File: config.mk
export PLATFORM = sky130hd
export DESIGN_NAME = indexed_sequence_store
export DESIGN_NICKNAME = d
export VERILOG_FILES = /design/src/rtl/iss_pkg.sv /design/src/rtl/indexed_sequence_store.sv
export SDC_FILE = /design/constraint.sdc
export NUM_CORES = 2
export LEC_CHECK = 0
export ABC_AREA = 1
export ABC_CLOCK_PERIOD_IN_PS = 11300
export BUFFER_PORTS_ARGS = -buffer_cell sky130_fd_sc_hd__buf_2
export CORE_ASPECT_RATIO = 0.7
export CORE_MARGIN = 1.5
export CORE_UTILIZATION = 49
export CTS_BUF_LIST = sky130_fd_sc_hd__clkbuf_8
export CTS_CLUSTER_DIAMETER = 60
export DETAILED_ROUTE_END_ITERATION = 16
export PLACE_DENSITY = 0.7
export SYNTH_ARGS = -nofsm -noshare
export SYNTH_HDL_FRONTEND = slang
export SYNTH_SLANG_ARGS = --single-unit
File: constraint.sdc
create_clock -name clk_i -period 11.3 [get_ports clk_i]
set_input_delay 3.39 -clock clk_i [delete_from_list [all_inputs] [get_ports clk_i]]
set_output_delay 3.39 -clock clk_i [all_outputs]
set_load 0.005 [all_outputs]
File: src/rtl/iss_pkg.sv
package iss_pkg;

  localparam int unsigned DefaultCapacity = 64;
  localparam logic [31:0] ErrData = 32'h7FFF_FFFF;
  localparam logic [6:0]  NonePos = 7'h7F;

  typedef enum logic [3:0] {
    KIND_PUSH_FRONT   = 4'd0,
    KIND_PUSH_BACK    = 4'd1,
    KIND_POP_FRONT    = 4'd2,
    KIND_POP_BACK     = 4'd3,
    KIND_INSERT       = 4'd4,
    KIND_ERASE        = 4'd5,
    KIND_READ_AT      = 4'd6,
    KIND_READ_END     = 4'd7,
    KIND_FIND         = 4'd8,
    KIND_REMOVE_VALUE = 4'd9,
    KIND_REVERSE      = 4'd10,
    KIND_PEEK_FRONT   = 4'd11,
    KIND_PEEK_BACK    = 4'd12
  } kind_e;

  typedef enum logic [2:0] {
    ST_OK       = 3'd0,
    ST_EMPTY    = 3'd1,
    ST_RANGE    = 3'd2,
    ST_FULL     = 3'd3,
    ST_NOTFOUND = 3'd4
  } status_e;

  typedef enum logic [3:0] {
    S_IDLE,
    S_GAP,
    S_GAP_WR,
    S_CLOSE_RD,
    S_CLOSE_CAP,
    S_CLOSE,
    S_CLOSE_WR,
    S_READ_RD,
    S_READ_CAP,
    S_FIND,
    S_FIND_CMP,
    S_REV,
    S_REV_RDJ,
    S_REV_WRI,
    S_REV_WRJ,
    S_DONE
  } state_e;

endpackage

File: src/rtl/indexed_sequence_store.sv
// Ordered store of up to CAPACITY signed 32-bit values with push/pop at both
// ends, insert/erase at an index, indexed reads, first-match find/remove,
// reverse and peeks. One transaction is handled at a time: in_stall_o stays
// high from acceptance until the result transaction is taken. All element
// moves go through one single-port-write, registered-read memory under a
// small sequencer, one element moved or searched at a time (one swapped
// pair at a time for reverse). Reads and peeks fetch a single element, while
// push front, insert, erase, front pops, find, remove and reverse step through
// the elements on that memory port. No clearing pass.
module indexed_sequence_store #(
  parameter int unsigned CAPACITY = iss_pkg::DefaultCapacity
) (
  input  logic        clk_i,
  input  logic        rst_ni,
  input  logic        in_valid_i,
  output logic        in_stall_o,
  input  logic [3:0]  kind_i,
  input  logic [5:0]  position_i,
  input  logic [31:0] value_i,
  output logic        out_valid_o,
  input  logic        out_stall_i,
  output logic [2:0]  status_o,
  output logic [31:0] data_o,
  output logic [6:0]  found_at_o,
  output logic [6:0]  count_o,
  output logic        is_empty_o
);

  localparam int unsigned AW = (CAPACITY > 1) ? $clog2(CAPACITY) : 1;
  localparam int unsigned CW = $clog2(CAPACITY + 1);
  localparam logic [CW-1:0] CapCount = CW'(CAPACITY);

  iss_pkg::state_e  state_q, state_d;
  iss_pkg::status_e status_q, status_d;
  logic [31:0]   data_q, data_d;
  logic [6:0]    found_q, found_d;
  logic [CW-1:0] count_q, count_d;
  logic [CW-1:0] idx_q, idx_d;
  logic [CW-1:0] jdx_q, jdx_d;
  logic [CW-1:0] at_q, at_d;
  logic [31:0]   val_q, val_d;
  logic [31:0]   tmp_q, tmp_d;
  logic          remove_q, remove_d;

  // element memory
  logic [31:0]   mem_q [CAPACITY];
  logic [31:0]   rdata_q;
  logic [AW-1:0] raddr;
  logic [AW-1:0] waddr;
  logic [31:0]   wdata;
  logic          we;

  logic          in_accept;
  logic          pos_ge_count;

  assign in_accept    = in_valid_i && (state_q == iss_pkg::S_IDLE);
  assign pos_ge_count = 32'(position_i) >= 32'(count_q);

  always_ff @(posedge clk_i) begin
    if (we) begin
      mem_q[waddr] <= wdata;
    end
    rdata_q <= mem_q[raddr];
  end

  // control registers
  always_ff @(posedge clk_i or negedge rst_ni) begin
    if (!rst_ni) begin
      state_q <= iss_pkg::S_IDLE;
      count_q <= '0;
    end else begin
      state_q <= state_d;
      count_q <= count_d;
    end
  end

  // working and result registers
  always_ff @(posedge clk_i) begin
    status_q <= status_d;
    data_q   <= data_d;
    found_q  <= found_d;
    idx_q    <= idx_d;
    jdx_q    <= jdx_d;
    at_q     <= at_d;
    val_q    <= val_d;
    tmp_q    <= tmp_d;
    remove_q <= remove_d;
  end

  // sequencer
  always_comb begin
    state_d  = state_q;
    status_d = status_q;
    data_d   = data_q;
    found_d  = found_q;
    count_d  = count_q;
    idx_d    = idx_q;
    jdx_d    = jdx_q;
    at_d     = at_q;
    val_d    = val_q;
    tmp_d    = tmp_q;
    remove_d = remove_q;
    raddr    = idx_q[AW-1:0];
    waddr    = idx_q[AW-1:0];
    wdata    = rdata_q;
    we       = 1'b0;
    unique case (state_q)
      iss_pkg::S_IDLE: begin
        if (in_accept) begin
          status_d = iss_pkg::ST_OK;
          data_d   = '0;
          found_d  = iss_pkg::NonePos;
          val_d    = value_i;
          remove_d = 1'b0;
          state_d  = iss_pkg::S_DONE;
          case (iss_pkg::kind_e'(kind_i))
            iss_pkg::KIND_PUSH_FRONT, iss_pkg::KIND_PUSH_BACK, iss_pkg::KIND_INSERT: begin
              if (count_q == CapCount) begin
                status_d = iss_pkg::ST_FULL;
              end else if (kind_i == iss_pkg::KIND_INSERT && pos_ge_count) begin
                status_d = iss_pkg::ST_RANGE;
              end else begin
                idx_d   = count_q;
                state_d = iss_pkg::S_GAP;
                if (kind_i == iss_pkg::KIND_PUSH_FRONT) begin
                  at_d = '0;
                end else if (kind_i == iss_pkg::KIND_PUSH_BACK) begin
                  at_d = count_q;
                end else begin
                  at_d = CW'(position_i);
                end
              end
            end
            iss_pkg::KIND_POP_FRONT, iss_pkg::KIND_POP_BACK: begin
              if (count_q == '0) begin
                status_d = iss_pkg::ST_EMPTY;
              end else begin
                idx_d   = (kind_i == iss_pkg::KIND_POP_FRONT) ? '0 : count_q - 1'b1;
                state_d = iss_pkg::S_CLOSE_RD;
              end
            end
            iss_pkg::KIND_ERASE: begin
              if (pos_ge_count) begin
                status_d = iss_pkg::ST_RANGE;
              end else begin
                idx_d   = CW'(position_i);
                state_d = iss_pkg::S_CLOSE_RD;
              end
            end
            iss_pkg::KIND_READ_AT: begin
              if (count_q == '0) begin
                status_d = iss_pkg::ST_EMPTY;
              end else if (pos_ge_count) begin
                status_d = iss_pkg::ST_RANGE;
              end else begin
                idx_d   = CW'(position_i);
                state_d = iss_pkg::S_READ_RD;
              end
            end
            iss_pkg::KIND_READ_END: begin
              if (pos_ge_count) begin
                status_d = iss_pkg::ST_RANGE;
              end else begin
                idx_d   = count_q - CW'(position_i) - 1'b1;
                state_d = iss_pkg::S_READ_RD;
              end
            end
            iss_pkg::KIND_FIND, iss_pkg::KIND_REMOVE_VALUE: begin
              idx_d    = '0;
              remove_d = (kind_i == iss_pkg::KIND_REMOVE_VALUE);
              state_d  = iss_pkg::S_FIND;
            end
            iss_pkg::KIND_REVERSE: begin
              if (count_q >= CW'(2)) begin
                idx_d   = '0;
                jdx_d   = count_q - 1'b1;
                state_d = iss_pkg::S_REV;
              end
            end
            iss_pkg::KIND_PEEK_FRONT, iss_pkg::KIND_PEEK_BACK: begin
              if (count_q == '0) begin
                status_d = iss_pkg::ST_EMPTY;
              end else begin
                idx_d   = (kind_i == iss_pkg::KIND_PEEK_FRONT) ? '0 : count_q - 1'b1;
                state_d = iss_pkg::S_READ_RD;
              end
            end
            default: ;
          endcase
          if (status_d != iss_pkg::ST_OK) begin
            data_d = iss_pkg::ErrData;
          end
        end
      end
      // open a gap at at_q, moving the tail up by one
      iss_pkg::S_GAP: begin
        if (idx_q > at_q) begin
          raddr   = AW'(idx_q - 1'b1);
          state_d = iss_pkg::S_GAP_WR;
        end else begin
          we      = 1'b1;
          waddr   = at_q[AW-1:0];
          wdata   = val_q;
          count_d = count_q + 1'b1;
          state_d = iss_pkg::S_DONE;
        end
      end
      iss_pkg::S_GAP_WR: begin
        we      = 1'b1;
        idx_d   = idx_q - 1'b1;
        state_d = iss_pkg::S_GAP;
      end
      // close the gap at idx_q, returning the removed value
      iss_pkg::S_CLOSE_RD: begin
        state_d = iss_pkg::S_CLOSE_CAP;
      end
      iss_pkg::S_CLOSE_CAP: begin
        data_d  = rdata_q;
        state_d = iss_pkg::S_CLOSE;
      end
      iss_pkg::S_CLOSE: begin
        if (32'(idx_q) + 32'd1 < 32'(count_q)) begin
          raddr   = AW'(idx_q + 1'b1);
          state_d = iss_pkg::S_CLOSE_WR;
        end else begin
          count_d = count_q - 1'b1;
          state_d = iss_pkg::S_DONE;
        end
      end
      iss_pkg::S_CLOSE_WR: begin
        we      = 1'b1;
        idx_d   = idx_q + 1'b1;
        state_d = iss_pkg::S_CLOSE;
      end
      // single element read
      iss_pkg::S_READ_RD: begin
        state_d = iss_pkg::S_READ_CAP;
      end
      iss_pkg::S_READ_CAP: begin
        data_d  = rdata_q;
        state_d = iss_pkg::S_DONE;
      end
      // linear search for the first match
      iss_pkg::S_FIND: begin
        if (idx_q < count_q) begin
          state_d = iss_pkg::S_FIND_CMP;
        end else begin
          status_d = iss_pkg::ST_NOTFOUND;
          data_d   = iss_pkg::ErrData;
          state_d  = iss_pkg::S_DONE;
        end
      end
      iss_pkg::S_FIND_CMP: begin
        if (rdata_q == val_q) begin
          found_d = 7'(idx_q);
          data_d  = rdata_q;
          state_d = remove_q ? iss_pkg::S_CLOSE : iss_pkg::S_DONE;
        end else begin
          idx_d   = idx_q + 1'b1;
          state_d = iss_pkg::S_FIND;
        end
      end
      // swap pairs from both ends toward the middle
      iss_pkg::S_REV: begin
        if (idx_q < jdx_q) begin
          state_d = iss_pkg::S_REV_RDJ;
        end else begin
          state_d = iss_pkg::S_DONE;
        end
      end
      iss_pkg::S_REV_RDJ: begin
        tmp_d   = rdata_q;
        raddr   = jdx_q[AW-1:0];
        state_d = iss_pkg::S_REV_WRI;
      end
      iss_pkg::S_REV_WRI: begin
        we      = 1'b1;
        state_d = iss_pkg::S_REV_WRJ;
      end
      iss_pkg::S_REV_WRJ: begin
        we      = 1'b1;
        waddr   = jdx_q[AW-1:0];
        wdata   = tmp_q;
        idx_d   = idx_q + 1'b1;
        jdx_d   = jdx_q - 1'b1;
        state_d = iss_pkg::S_REV;
      end
      // hold the result until the transaction is taken
      iss_pkg::S_DONE: begin
        if (!out_stall_i) begin
          state_d = iss_pkg::S_IDLE;
        end
      end
      default: state_d = iss_pkg::S_IDLE;
    endcase
  end

  assign in_stall_o  = (state_q != iss_pkg::S_IDLE);
  assign out_valid_o = (state_q == iss_pkg::S_DONE);
  assign status_o    = status_q;
  assign data_o      = data_q;
  assign found_at_o  = found_q;
  assign count_o     = 7'(count_q);
  assign is_empty_o  = (count_q == '0);

endmodule

Word-level counts from Yosys, hierarchy flattened
Memory sizes are Yosys's and may differ from the RTL's. A register that Yosys moved wholly into a read port is not among the register bits.
Index checks and enable logic that the tools add are counted.
{"block": "word_totals", "latch_bits": 0, "mem_bits_ro": 0, "wordCells": 179, "reg_bits": 139, "out_inout_bits": 52, "n_memories": 1, "ramBits": 2048, "inputBits": 46}
{"block": "classes", "n_reduce_logical": 33, "mux": 70, "n_addsub": 8, "bitwise": 3, "shifts": 0, "n_mul": 0, "order_cmp": 6, "n_eq_ne": 46, "n_div": 0}
{"memory": "mem_q", "depth": 64, "word_bits": 32, "read_ports": 1, "rd_ports_with_merged_regs": 1, "wr": 1, "line_no": "indexed_sequence_store.sv:46", "text": "logic [31:0] mem_q [CAPACITY];"}
{"operator": "$mux W7", "n": 19}
{"operator": "$mux W32", "n": 4}
{"operator": "$pmux W32 S4", "n": 1}
{"operator": "$pmux W32 S2", "n": 1}
{"operator": "$pmux W4 S15", "n": 1}
{"operator": "$pmux W7 S8", "n": 1}
{"operator": "$eq A4 B4 Y1 const B", "n": 13}
{"operator": "$mux W4", "n": 13}
{"operator": "$pmux W7 S2", "n": 3}
{"operator": "$eq A32 B32 Y1", "n": 1}
{"operator": "$eq A4 B3 Y1 const B", "n": 8}
{"operator": "$pmux W4 S8", "n": 1}
{"operator": "$mux W31", "n": 1}
{"operator": "$pmux W7 S4", "n": 1}
{"operator": "$sub A7 B1 Y7 const B", "n": 4}
{"operator": "$mux W6", "n": 4}
{"operator": "$ne A3 B3 Y1 const B", "n": 7}
{"operator": "$mux W3", "n": 6}
{"operator": "$pmux W6 S3", "n": 1}
{"operator": "$eq A4 B2 Y1 const B", "n": 4}
{"operator": "$reduce_or A2 Y1", "n": 8}
{"operator": "$add A7 B1 Y7 const B", "n": 2}
{"operator": "$lt A7 B7 Y1", "n": 2}
{"operator": "$ne A2 B2 Y1 const B", "n": 7}
{"operator": "30 further kinds", "n": 53}

Depth between registers and ports, before layout
{"block": "depth", "ltp_word": 11, "depth_mapped": 28, "mapped_depth_nobuf": 26}

Worst setup path after synthesis
Ideal clock, no wire load.
{"block": "synth_path", "path_kind": "in2reg", "start": "input port in_valid_i", "end": "register data_q[0], in the netlist data_o[0] (enable)", "required_ns": 10.830, "stages": 4, "t_arrival_ns": 6.007, "setup_time_ns": 0.470, "path_slack_ns": 4.823, "path_cell_list": "nor2_1 inv_1 o31ai_1 a211oi_1"}
{"block": "synth_via", "elab_chain_cells": 3}
{"item": "from (decl)", "line_no": "indexed_sequence_store.sv:15", "text": "input logic in_valid_i,"}
{"item": "$logic_and A1 B1 Y1", "line_no": "indexed_sequence_store.sv:56", "text": "assign in_accept = in_valid_i && (state_q == iss_pkg::S_IDLE);"}
{"item": "$ne A2 B2 Y1 (no line)"}
{"item": "$reduce_and A4 Y1 (no line)"}
{"item": "to (signal assigned)", "line_no": "indexed_sequence_store.sv:80", "text": "data_q <= data_d;"}
{"item": "to (decl)", "line_no": "indexed_sequence_store.sv:35", "text": "logic [31:0] data_q, data_d;"}
No other way between the ends.
A chain may end at the register's enable or synchronous reset.

Worst setup path after layout
{"block": "layout_path", "start": "register idx_q[1]", "end": "register rdata_q[9] (read register of mem_q)"}
{"block": "layout_via", "elab_chain_cells": 4}
{"item": "from (decl)", "line_no": "indexed_sequence_store.sv:38", "text": "logic [CW-1:0] idx_q, idx_d;"}
{"item": "from (signal assigned)", "line_no": "indexed_sequence_store.sv:82", "text": "idx_q <= idx_d;"}
{"item": "$add A7 B1 Y8", "line_no": "indexed_sequence_store.sv:222", "text": "if (32'(idx_q) + 32'd1 < 32'(count_q)) begin"}
{"item": "$lt A8 B7 Y1", "line_no": "indexed_sequence_store.sv:222"}
{"item": "$mux W6", "line_no": "indexed_sequence_store.sv:222"}
{"item": "$pmux W6 S3 (*)", "line_no": "indexed_sequence_store.sv:107", "text": "unique case (state_q)"}
{"item": "to (decl)", "line_no": "indexed_sequence_store.sv:47", "text": "logic [31:0] rdata_q;"}
Mark *: on every way between the ends. The rest lies on a longest branch, timed or not.

==> results.txt <==
----------------------------------------------------
[Die]
  Cell Rows ... 137
  Die Area ... 0.204 mm2
  Height of the die ... 379 um
  Number of top-level pins ... 98
  Core Region ... 0.200 mm2
  Starting utilization of the core area ... 49.4%
  Chip width ... 540 um

[Synth]
  Number of enable flip-flop cells after synthesis ... 2176
  Avg Cell Area, Syn ... 11.0 um2
  Post-synth top area cell ... edfxtp_1
  Asr flop ratio synth ... 0.496%
  Most frequently used flop master after synthesis ... edfxtp_1
  Leading cell types by total area after synthesis ... edfxtp_1 66%, nand3_1 11%, nand3b_1 5.6%
  Synthesized instance count ... 8970
  Warnings from Yosys ... 0
  Post-synthesis instance area ... 0.0988 mm2
  FF+latch count, synth ... 2219
  Net count of the mapped netlist ... 9059
  Part of the Yosys area used for sequential elements ... 67.0%
  Number of unique standard cell types used by synthesis ... 50
  Synth top area share ... 66.1%

[Drt]
  Violation count after the first detailed-routing iteration ... 11986
  Routed length per placed instance ... 25.7 um
  Routed vias/inst ... 5.91
  Total number of vias ... 70027
  Total wirelength of the detailed-routed design ... 304000 um
  DRC errors left ... 0
  Number of iterations in the first detailed-routing pass ... 9
  Antenna violation net count after detailed routing ... 0

[Hold path]
  Worst min-delay path category ... flop to flop

[CTS]
  Number of buffers between clock root and the deepest sink ... 4
  Clock tree from TritonCTS ... yes
  Hold-fix buffers, CTS ... 0
  Total CTS buffers ... 326
  Clock Sink Count ... 2219
  Post-CTS setup buffers ... 0
  Later-pin clock latency in the skew report ... 0.97 ns
  H-tree depth ... 5
  Post-CTS Resized ... 0
  CTS Root Cell ... clkbuf_8
  Clock transition at the register clock pins on the worst setup and hold paths after CTS ... 0.07 ns

[Job]
  Number of max-cap violations ... 0

[Place]
  DP Wirelength ... 165000 um
  Routability congestion estimate ... 1.02
  Port Buffers ... 97

[Worst setup path]
  Family with the most delay on the worst path ... simple AND/OR/NAND/NOR gates
  Cell with the largest stage delay on the worst path ... buf_4
  Reg-to-reg setup timing slack ... 4.01 ns
  Critical Path RT ... 12.11 ns
  Maximum net fanout on the critical path ... 190
  Crit Path Class ... flop to flop
  Startpoint kind of the worst setup timing path ... flop
  Critical path endpoint category ... flop
  CP cell instances ... ha_1, nand2_1, nor3_1, nand2_1, nand2_1, o21ai_0, inv_1, ha_1, nand2_1, nand2_1, nor2_2, nand3_1, nand3_1, nand3_4, nand2_8, buf_12, buf_4, nand2_1, nand3_1, nand3_1, nand3_1, nand3_1, nand3_1, nand2_1
  Total buffers and inverters traversed by the critical path ... 3
  Max incr delay on CP ... 1.00 ns
  Arrival time at the worst endpoint ... 8.10 ns

[Global route]
  GR met2 Demand/Resource ... 39.5%
  Grt ovf ... 0
  Number of global-route vias before repair ... 65212
  Global-route wire length before repair ... 439000 um
  Highest-utilization routing layer at the global route stage ... met1
  Met3 capacity usage during global routing ... 13.4%
  Antenna violations before repair ... 31
  Largest net degree at the start of global routing ... 242
  M1 GR Usage ... 41.1%
  Global Route Usage Sum ... 29.2%

[STA]
  Tightest Pin Transition ... 1.42 ns
  Number of hold-slack violations in the final timing report ... 0
  Pins over their slew limit ... 0
  Setup TNS ... 0 ns
  Unrepaired setup endpoints after global routing ... false
  Final setup violating endpoints ... 0
  Final critical-path share of the clock period ... 64.5%
  Clock skew after layout ... 0.0555 ns
  Worst slew margin relative to its limit ... 4.26%
  Final min period ... 7.29 ns
  Maximum clock frequency ... 137 MHz

[Finish]
  Area of combinational cells with multiple inputs ... 0.0259 mm2
  Register area ... 0.0663 mm2
  Fill cell instance count of the final layout ... 16713
  Post-layout nets ... 9060
  Commonest cells after routing, fill and taps aside ... 2202 x nand3_1, 2176 x edfxtp_1, 1459 x nand2_1
  Most frequent standard cell in the layout excluding fill and tap cells ... nand3_1
  Area Growth Syn to Fin ... 9.05%
  Share of post-route cells with drive strength above 1 ... 8.20%

[Run status]
  Outcome ... completed

----------------------------------------------------
==> through the flow <==
stage	hold WS (ns)	std cells	instance area, um2	setup slack (ns)	util [%]
final	0.492	11855	108000	4.01	53.9
after global routing	0.501	11847	108000	3.53	53.9
after CTS	0.486	11840	108000	4.22	53.9
after detailed placement	0.471	11284	102000	4.23	51.1
after global placement	0.465	11284	102000	4.30	51.1
after floorplan	0.408	8970	98800	4.82	-
==> registers in the layout, indices dropped and copies added, names as in the netlist <==
| register | cells |
|---|---|
| remove_q | 1 |
| status_o | 3 |
| val_q | 32 |
| rdata_q | 32 |
| idx_q | 7 |
| at_q | 7 |
| tmp_q | 32 |
| found_at_o | 7 |
| state_q | 4 |
| jdx_q | 7 |
| mem_q | 2048 |
| data_o | 32 |
| count_o | 7 |
==> metal layers <==
| metal | wire (um) | up-vias | share of wire [%] |
|---|---|---|---|
| met5 | 241 | - | 0.079 |
| met4 | 9850 | 22 | 3.2 |
| met3 | 51100 | 610 | 17 |
| met2 | 123000 | 4531 | 40 |
| met1 | 120000 | 33954 | 40 |
| li1 | - | 30910 | - |
==> cell families (layout without fill, tap and decap cells) <==
| group | after synthesis | after routing | synth area share, % |
|---|---|---|---|
| fa+ha+maj | 43 | 43 | 0.552 |
| compound gates | 198 | 198 | 1.29 |
| other cells | 0 | 15 | 0 |
| simple gates | 4600 | 4600 | 23.2 |
| buf+inv | 1874 | 2103 | 7.61 |
| xor+xnor | 36 | 36 | 0.319 |
| flops | 2219 | 2219 | 67.0 |
==> final cells by class <==
| cell class | instances | share of cell area, % |
|---|---|---|
| Multi-Input combinational cell | 4877 | 24.0 |
| Clock buffer | 339 | 4.33 |
| Sequential cell | 2219 | 61.5 |
| Tap cell | 2641 | 3.07 |
| Inverter | 1291 | 4.50 |
| Timing Repair Buffer | 256 | 1.66 |
| Clock inverter | 217 | 0.899 |
| Antenna cell | 15 | 0.0348 |
==> cell usage after synthesis (11+ instances only) <==
| master | count |
|---|---|
| clkbuf_1 | 203 |
| inv_1 | 1279 |
| o22ai_1 | 16 |
| o221ai_1 | 25 |
| dfxtp_1 | 32 |
| nor3_1 | 11 |
| ha_1 | 42 |
| xor2_1 | 16 |
| buf_4 | 17 |
| dfrtp_1 | 11 |
| xnor2_1 | 20 |
| a21oi_1 | 32 |
| edfxtp_1 | 2176 |
| nand3_1 | 2202 |
| o21ai_0 | 66 |
| buf_1 | 28 |
| nand2_1 | 1461 |
| nand3b_1 | 734 |
| nand4_1 | 16 |
| buf_2 | 335 |
| nor2_1 | 150 |
| o211ai_1 | 30 |
==> worst register-to-register path, stage by stage (launching register included) <==
cell and delay, ns:
edfxtp_1 0.64, ha_1 0.26, nand2_1 0.11, nor3_1 0.23, nand2_1 0.07, nand2_1 0.07, o21ai_0 0.13, inv_1 0.09
ha_1 0.24, nand2_1 0.09, nand2_1 0.07, nor2_2 0.15, nand3_1 0.10, nand3_1 0.16, nand3_4 0.62, nand2_8 0.96
buf_12 0.59, buf_4 1.31, nand2_1 0.17, nand3_1 0.12, nand3_1 0.10, nand3_1 0.14, nand3_1 0.34, nand3_1 0.33
nand2_1 0.11
==> path summary, 6_finish.rpt <==
| kind | from | end | depth (start not counted) |
|---|---|---|---|
| setup / recovery | idx_q[1] | rdata_q[9] | 24 |
| hold / removal | rdata_q[10] | tmp_q[10] | 0 |
| setup reg to reg | idx_q[1] | rdata_q[9] | 24 |
| hold reg to reg | rdata_q[10] | tmp_q[10] | 0 |
| max in group asynchronous | rst_ni | count_o[5] | 1 |
| min in group asynchronous | rst_ni | count_o[4] | 1 |
Power is left out: the tool's default activity adds up to more than one toggle a clock period on the data nets, which glitch-free logic cannot reach.
